--- src/rtl/vfts_pkg.sv ---
// ----------------------------------------------------------------------------
// vfts_pkg
// Shared types and constants for the voxel field trilinear sampler.
// ----------------------------------------------------------------------------
`timescale 1ns / 1ps
`default_nettype none

package vfts_pkg;

    localparam int VOLUME_WORDS_DEF = 262144;
    localparam int FRAC_BITS_DEF    = 16;
    localparam int STEP_SHIFT_DEF   = 10;

    localparam int DATA_W    = 32;
    localparam int VADDR_W   = 18;
    localparam int CELL_W    = 7;
    localparam int CIDX_W    = 22;
    localparam int CFG_IDX_W = 3;

    localparam logic [1:0] MODE_WRITE = 2'd0;
    localparam logic [1:0] MODE_DIST  = 2'd1;
    localparam logic [1:0] MODE_GRAD  = 2'd2;

    localparam logic [CFG_IDX_W-1:0] CFG_ORIGIN_X = 3'd0;
    localparam logic [CFG_IDX_W-1:0] CFG_ORIGIN_Y = 3'd1;
    localparam logic [CFG_IDX_W-1:0] CFG_ORIGIN_Z = 3'd2;
    localparam logic [CFG_IDX_W-1:0] CFG_INV_CELL = 3'd3;
    localparam logic [CFG_IDX_W-1:0] CFG_CELLS_X  = 3'd4;
    localparam logic [CFG_IDX_W-1:0] CFG_CELLS_Y  = 3'd5;
    localparam logic [CFG_IDX_W-1:0] CFG_CELLS_Z  = 3'd6;

    typedef enum logic [1:0] {
        OP_WRITE = 2'd0,
        OP_DIST  = 2'd1,
        OP_GRAD  = 2'd2
    } t_op;

    typedef struct packed {
        t_op                       op;
        logic [VADDR_W-1:0]        addr;
        logic signed [DATA_W-1:0]  value;
        logic signed [DATA_W-1:0]  px;
        logic signed [DATA_W-1:0]  py;
        logic signed [DATA_W-1:0]  pz;
    } t_req;

    typedef struct packed {
        logic signed [DATA_W-1:0] org_x;
        logic signed [DATA_W-1:0] org_y;
        logic signed [DATA_W-1:0] org_z;
        logic [DATA_W-1:0]        inv;
        logic [CELL_W-1:0]        cx;
        logic [CELL_W-1:0]        cy;
        logic [CELL_W-1:0]        cz;
    } t_cfg;

    typedef struct packed {
        logic                     in_grid;
        logic signed [DATA_W-1:0] dist_val;
        logic signed [DATA_W-1:0] gx;
        logic signed [DATA_W-1:0] gy;
        logic signed [DATA_W-1:0] gz;
    } t_res;

endpackage

`default_nettype wire

--- src/rtl/vfts_front.sv ---
// ----------------------------------------------------------------------------
// vfts_front
// Request intake: accepts requests, drops unused modes, queues the rest.
// ----------------------------------------------------------------------------
`timescale 1ns / 1ps
`default_nettype none

module vfts_front (
    input  wire logic                               i_clk,
    input  wire logic                               i_rst_n,
    input  wire logic                               i_valid,
    output logic                                    o_ready,
    input  wire logic [1:0]                         i_mode,
    input  wire logic [vfts_pkg::VADDR_W-1:0]       i_voxel_address,
    input  wire logic signed [vfts_pkg::DATA_W-1:0] i_voxel_value,
    input  wire logic signed [vfts_pkg::DATA_W-1:0] i_point_x,
    input  wire logic signed [vfts_pkg::DATA_W-1:0] i_point_y,
    input  wire logic signed [vfts_pkg::DATA_W-1:0] i_point_z,
    output logic                                    o_q_valid,
    input  wire logic                               i_q_ready,
    output vfts_pkg::t_req                          o_q
);
    import vfts_pkg::*;

    t_req       r_q [2];
    logic       r_wptr, n_wptr;
    logic       r_rptr, n_rptr;
    logic [1:0] r_cnt, n_cnt;
    logic       w_push, w_pop;
    t_req       w_req;
    logic       w_keep;

    always_comb begin
        w_req.addr  = i_voxel_address;
        w_req.value = i_voxel_value;
        w_req.px    = i_point_x;
        w_req.py    = i_point_y;
        w_req.pz    = i_point_z;
        w_keep      = 1'b1;
        case (i_mode)
            MODE_WRITE: w_req.op = OP_WRITE;
            MODE_DIST:  w_req.op = OP_DIST;
            MODE_GRAD:  w_req.op = OP_GRAD;
            default: begin
                w_req.op = OP_WRITE;
                w_keep   = 1'b0;
            end
        endcase
    end

    assign o_ready   = (r_cnt != 2'd2);
    assign w_push    = i_valid && o_ready && w_keep;
    assign o_q_valid = (r_cnt != 2'd0);
    assign w_pop     = o_q_valid && i_q_ready;
    assign o_q       = r_q[r_rptr];

    always_comb begin
        n_wptr = w_push ? ~r_wptr : r_wptr;
        n_rptr = w_pop ? ~r_rptr : r_rptr;
        n_cnt  = r_cnt + 2'(w_push) - 2'(w_pop);
    end

    always_ff @(posedge i_clk) begin
        if (!i_rst_n) begin
            r_wptr <= 1'b0;
            r_rptr <= 1'b0;
            r_cnt  <= 2'd0;
        end else begin
            r_wptr <= n_wptr;
            r_rptr <= n_rptr;
            r_cnt  <= n_cnt;
        end
    end

    always_ff @(posedge i_clk) begin
        if (w_push) begin
            r_q[r_wptr] <= w_req;
        end
    end

endmodule

`default_nettype wire

--- config.mk ---
export PLATFORM = sky130hd
export DESIGN_NAME = vfts_front
export DESIGN_NICKNAME = d
export VERILOG_FILES = /design/src/rtl/vfts_pkg.sv /design/src/rtl/vfts_front.sv
export SDC_FILE = /design/constraint.sdc
export NUM_CORES = 1
export LEC_CHECK = 0
export ABC_AREA = 1
export ABC_CLOCK_PERIOD_IN_PS = 7150
export BUFFER_PORTS_ARGS = -buffer_cell sky130_fd_sc_hd__buf_4
export CAP_MARGIN = 10
export CORE_MARGIN = 3
export CORE_UTILIZATION = 45
export DETAILED_ROUTE_END_ITERATION = 16
export PLACE_DENSITY = 0.73
export SKIP_CTS_REPAIR_TIMING = 1
export SLEW_MARGIN = 30
export SYNTH_ARGS = -nofsm -noshare
export SYNTH_HDL_FRONTEND = slang
export SYNTH_SLANG_ARGS = --single-unit
export TNS_END_PERCENT = 5
--- constraint.sdc ---
create_clock -name i_clk -period 7.15 [get_ports i_clk]
set_input_delay 0.715 -clock i_clk [delete_from_list [all_inputs] [get_ports i_clk]]
set_output_delay 0.715 -clock i_clk [all_outputs]
set_load 0.05 [all_outputs]
## Word-level counts from Yosys, hierarchy flattened

Memories as Yosys holds them, arrays and structs flattened. A register that Yosys moved wholly into a read port is not among the register bits.
Index checks and enable logic that the tools add are counted.

| cells by class | value |
|---|---|
| $add $sub $neg | 2 |
| multipliers | 0 |
| div/mod/pow operators | 0 |
| $lt $le $gt $ge | 0 |
| eq/ne operators | 3 |
| shift-type cells | 0 |
| multiplexer cells | 6 |
| bitwise operators | 2 |
| reductions and logical operators | 6 |

Operator list:

| cell | number |
|---|---|
| 2-to-1 mux 1 bit | 5 |
| one-hot mux 2 bit (2 select lines) | 1 |
| logical AND 1 bit | 3 |
| OR reduction 3 bit | 1 |
| adder 2 x 1 -> 2 bit | 1 |
| == test 2 x 1 -> 1 bit (second input constant) | 1 |
| == test 2 bit (second input constant) | 1 |
| logical NOT 2 bit | 1 |
| != test 2 bit (second input constant) | 1 |
| inverter 1 bit | 2 |
| nonzero test 2 bit | 1 |
| subtractor 2 x 1 -> 2 bit | 1 |

| word-level totals | value |
|---|---|
| bits in registers | 4 |
| bits in latches | 0 |
| memory bits (writable) | 296 |
| bits in read-only memories | 0 |
| output and inout port bits | 150 |
| logic and storage cells | 23 |
| memories | 1 |

Memory list:

| name | words | width | read ports | clocked after Yosys merged registers in | wr ports | RTL line | RTL |
|---|---|---|---|---|---|---|---|
| r_q | 2 | 148 | 1 | 1 | 1 | vfts_front.sv:25 | `t_req r_q [2];` |

## Depth between registers and ports, before layout

| logic depth | value |
|---|---|
| word-level depth | 6 |
| gate-level depth with buffers | 11 |
| mapped depth without buffers | 11 |

## Worst setup path after synthesis

OpenSTA, ideal clock, no wires.

| timing path | value |
|---|---|
| kind | reg2reg |
| start | register r_cnt[0] |
| end | memory r_q[1][0] in the netlist's numbering, enable pin |
| library setup time | 660 ps |
| arrival | 7272 ps |
| data required time | 6490 ps |
| slack | -782 ps |
| stages on the path, launching flop included | 5 |
| clock period less this slack | 7932 ps |
| path through | dfxtp_1 -> inv_1 -> nand2_1 -> nand3_1 -> nor2_1 |

| between the ends | value |
|---|---|
| longest elaborated chain between the ends | 5 |

Ends and longest elaborated chain:

| what | RTL line | RTL |
|---|---|---|
| from (decl) | vfts_front.sv:28 | `logic [1:0] r_cnt, n_cnt;` |
| from (signal assigned) | vfts_front.sv:71 | `r_cnt <= n_cnt;` |
| != test 2 bit | vfts_front.sv:51 | `assign o_ready = (r_cnt != 2'd2);` |
| named net o_ready | vfts_front.sv:12 | `output logic o_ready,` |
| logical AND 1 bit (2 in series) | vfts_front.sv:52 | `assign w_push = i_valid && o_ready && w_keep;` |
| 2-to-1 mux 1 bit | vfts_front.sv:76 | `if (w_push) begin` |
| 2-to-1 mux 1 bit (implied by the code) | vfts_front.sv:77 | `r_q[r_wptr] <= w_req;` |
| to (decl) | vfts_front.sv:25 |  |

The timed path passes the listed nets, and every way through them passes these cells.

==> results.sh <==
export IMPL_drtPass1Iterations=4
export IMPL_ios=302
export IMPL_finalCriticalPeriod_ns=3.340
export IMPL_mostFrequentLayoutCell="buf_4"
export IMPL_rows=56
export IMPL_drc=0
export IMPL_min_from="i_point_x[28]"
export IMPL_grt_max_degree=76
export IMPL_grt_pass1_vias=5913
export IMPL_crit_type="flop to output pin"
export IMPL_rsz0062_at_grt="no"
export IMPL_antenna_found_initial=0
export IMPL_worstHoldPathType="primary input to flop"
export IMPL_clock_latency_ns=0.53
export IMPL_nNetsFinal=978
export IMPL_cts_sinks=301
export IMPL_cp_required_ns=6.43
export IMPL_crit_family="buffers and inverters"
export IMPL_dp_hpwl_mm=14.00
export IMPL_clk_pin_slew_ns=0.06
export IMPL_setup_violations=0
export IMPL_instances_no_fill=1167
export IMPL_sw_frac_of_total=0.3371
export IMPL_path_common_cell="buf_4"
export IMPL_p_int_w=0.003680
export IMPL_max_cap_violations=0
export IMPL_syn_nets=654
export IMPL_drt_iter0_markers=261
export IMPL_cts_tree="done"
export IMPL_worst_path_buf_inv=2
export IMPL_drive_gt1_frac=0.5908
export IMPL_power_frac_comb=0.321
export IMPL_grt_usage=0.1510
export IMPL_gp_congestion=0.7201
export IMPL_path_max_fanout=59
export IMPL_synthToLayoutAreaGrowth_pct=32.55
export IMPL_cp_start_kind="flop"
export IMPL_cp_slowest_stage_delay_ns=0.71
export IMPL_routed_wl_mm=20.96
export IMPL_syn_area_mm2=0.01097
export IMPL_power_density_mw_per_mm2=381.6
export IMPL_worst_slew_pin_slew_ns=0.9173
export IMPL_multiInputGateArea_mm2=0.001802
export IMPL_fp_dieH_um=162.2
export IMPL_placed_cells=1112
export IMPL_r2r_start="r_cnt[0]"
export IMPL_io_buffers=301
export IMPL_core_mm2=0.02368
export IMPL_cts_root_buf="clkbuf_16"
export IMPL_yosysWarnings=0
export IMPL_fin_worst_skew_ns=0.01379
export IMPL_finalPower_w=0.005551
export IMPL_die_x_um=162.2
export IMPL_layout_common_cells="306 x buf_4, 296 x edfxtp_1, 148 x mux2_2"
export IMPL_drtAntennaViolNets=0
export IMPL_start_util=0.4633
export IMPL_slew_limit_headroom=0.3885
export IMPL_finalMaxSlewViolations=0
export IMPL_crit_path_top_delay_cell="buf_4"
export IMPL_h_tree_depth=1
export IMPL_fmax_mhz=299.4
export IMPL_worstPathCellList="buf_4 -> mux2_2 -> buf_4"
export IMPL_dieArea_mm2=0.02629
export IMPL_avgViaCountPerCell=4.747
export IMPL_synth_cells=501
export IMPL_arrival_ns=2.63
export IMPL_finalHoldViolations=0
export IMPL_routed_via_count=5540
export IMPL_diodes=0
export IMPL_numCtsBuffers=30
export IMPL_switchingPower_w=0.001871
export IMPL_routedWlPerCell_um=17.96
export IMPL_grt_pass1_wl_mm=31.36
export IMPL_synth_avg_cell_area_um2=21.90
export IMPL_fin_crit_sh=0.4671
export IMPL_power_frac_clock=0.277
export IMPL_grt_overflow_total=0
export IMPL_p_leak_nw=5.390
export IMPL_ys_seq_elements=301
export IMPL_peakVddDrop_mv=0.2248
export IMPL_ys_types=14
export IMPL_cp_end_kind="output pin"
export IMPL_run_status="finished, final reports clean"
export IMPL_power_frac_seq=0.402
export IMPL_clk_path_buf_depth=3
export IMPL_nFillCells=1749
export IMPL_seqCellArea_mm2=0.008992
export IMPL_ys_seq_area_frac=0.8192
## cell families after synthesis
family / count (synthesis) / share of synthesized area
buffers and inverters: 26 / 0.01802
AOI/OAI and AO/OA: 5 / 0.002280
adders and majority gates: 1 / 0.001140
xor gates and xnor gates: 1 / 0.0007983
DFF: 301 / 0.8192
muxes: 148 / 0.1519
and+or+nand+nor: 19 / 0.006727
## state kept, by name, summed over array words and instances (netlist names), named ones only
| signal | cells |
|---|---|
| r_q | 296 |
| r_cnt | 2 |
| r_rptr | 1 |
| r_wptr | 1 |
## routing by layer
layer	part of all wire	GRT usage	vias to the layer above
met5	0	0	-
met4	0.029	0.04614	0
met3	0.081	0.04769	37
met2	0.51	0.2629	205
met1	0.38	0.1805	2672
li1	-	-	2626
## path summary, 6_finish.rpt
path / end / cells past startpoint / slack (ns)
hold / removal: r_q[1][92] / 1 / 0.36
setup reg to reg: r_q[0][117] / 5 / 4.52
setup / recovery: o_q[42] / 3 / 3.81
hold reg to reg: flop / 2 / 0.47
## power by group through the flow
stage | sequential [W] | combinational (W) | clock (W)
after floorplan | 0.00227 | 0.00132 | 0
after global placement | 0.00226 | 0.00180 | 0
after detailed placement | 0.00227 | 0.00180 | 0
after CTS | 0.00223 | 0.00181 | 0.00158
after global routing | 0.00225 | 0.00186 | 0.00165
final | 0.00223 | 0.00178 | 0.00154
## layout make-up
class                   count  share of cell area
clock buffers              36             0.05462
clock inverters            19             0.01316
inverters                  10            0.002581
multi-input cells         174              0.1239
flip-flops and latches    301              0.6182
well taps                 319             0.02744
repair buffers            308              0.1601
## worst register-to-register path, stage by stage, from the launching register on
cell	delay, ns
dfxtp_1	0.37
inv_1	0.06
nand2_1	0.10
nand3_1	0.29
nor2_4	0.57
buf_4	0.79
## metrics by stage
stage / setup WS [ns] / area [um^2] / TNS (ns) / utilization / hold slack, ns
after floorplan: -0.7767 / 10980 / -114.95 / - / 0.4474
after global placement: 4.121 / 13540 / 0 / 0.5715 / 0.4510
after detailed placement: 4.095 / 13560 / 0 / 0.5725 / 0.4584
after CTS: 3.712 / 14550 / 0 / 0.6142 / 0.3319
after global routing: 3.632 / 14550 / 0 / 0.6142 / 0.3366
final: 3.810 / 14550 / 0 / 0.6142 / 0.3619
## cell usage after synthesis
cell type | instances | area share
edfxtp_1 | 296 | 0.81
mux2_2 | 148 | 0.15
buf_6 | 12 | 0.012
inv_1 | 10 | 0.0034
nand2_1 | 9 | 0.0031
nor2_1 | 8 | 0.0027
dfxtp_1 | 5 | 0.0091
a21oi_1 | 3 | 0.0014
buf_2 | 2 | 0.00091
buf_4 | 2 | 0.0014
nand3_1 | 2 | 0.00091
o21ai_0 | 2 | 0.00091
ha_1 | 1 | 0.0011
xor2_1 | 1 | 0.00080
(Power assumes the default switching activity.)
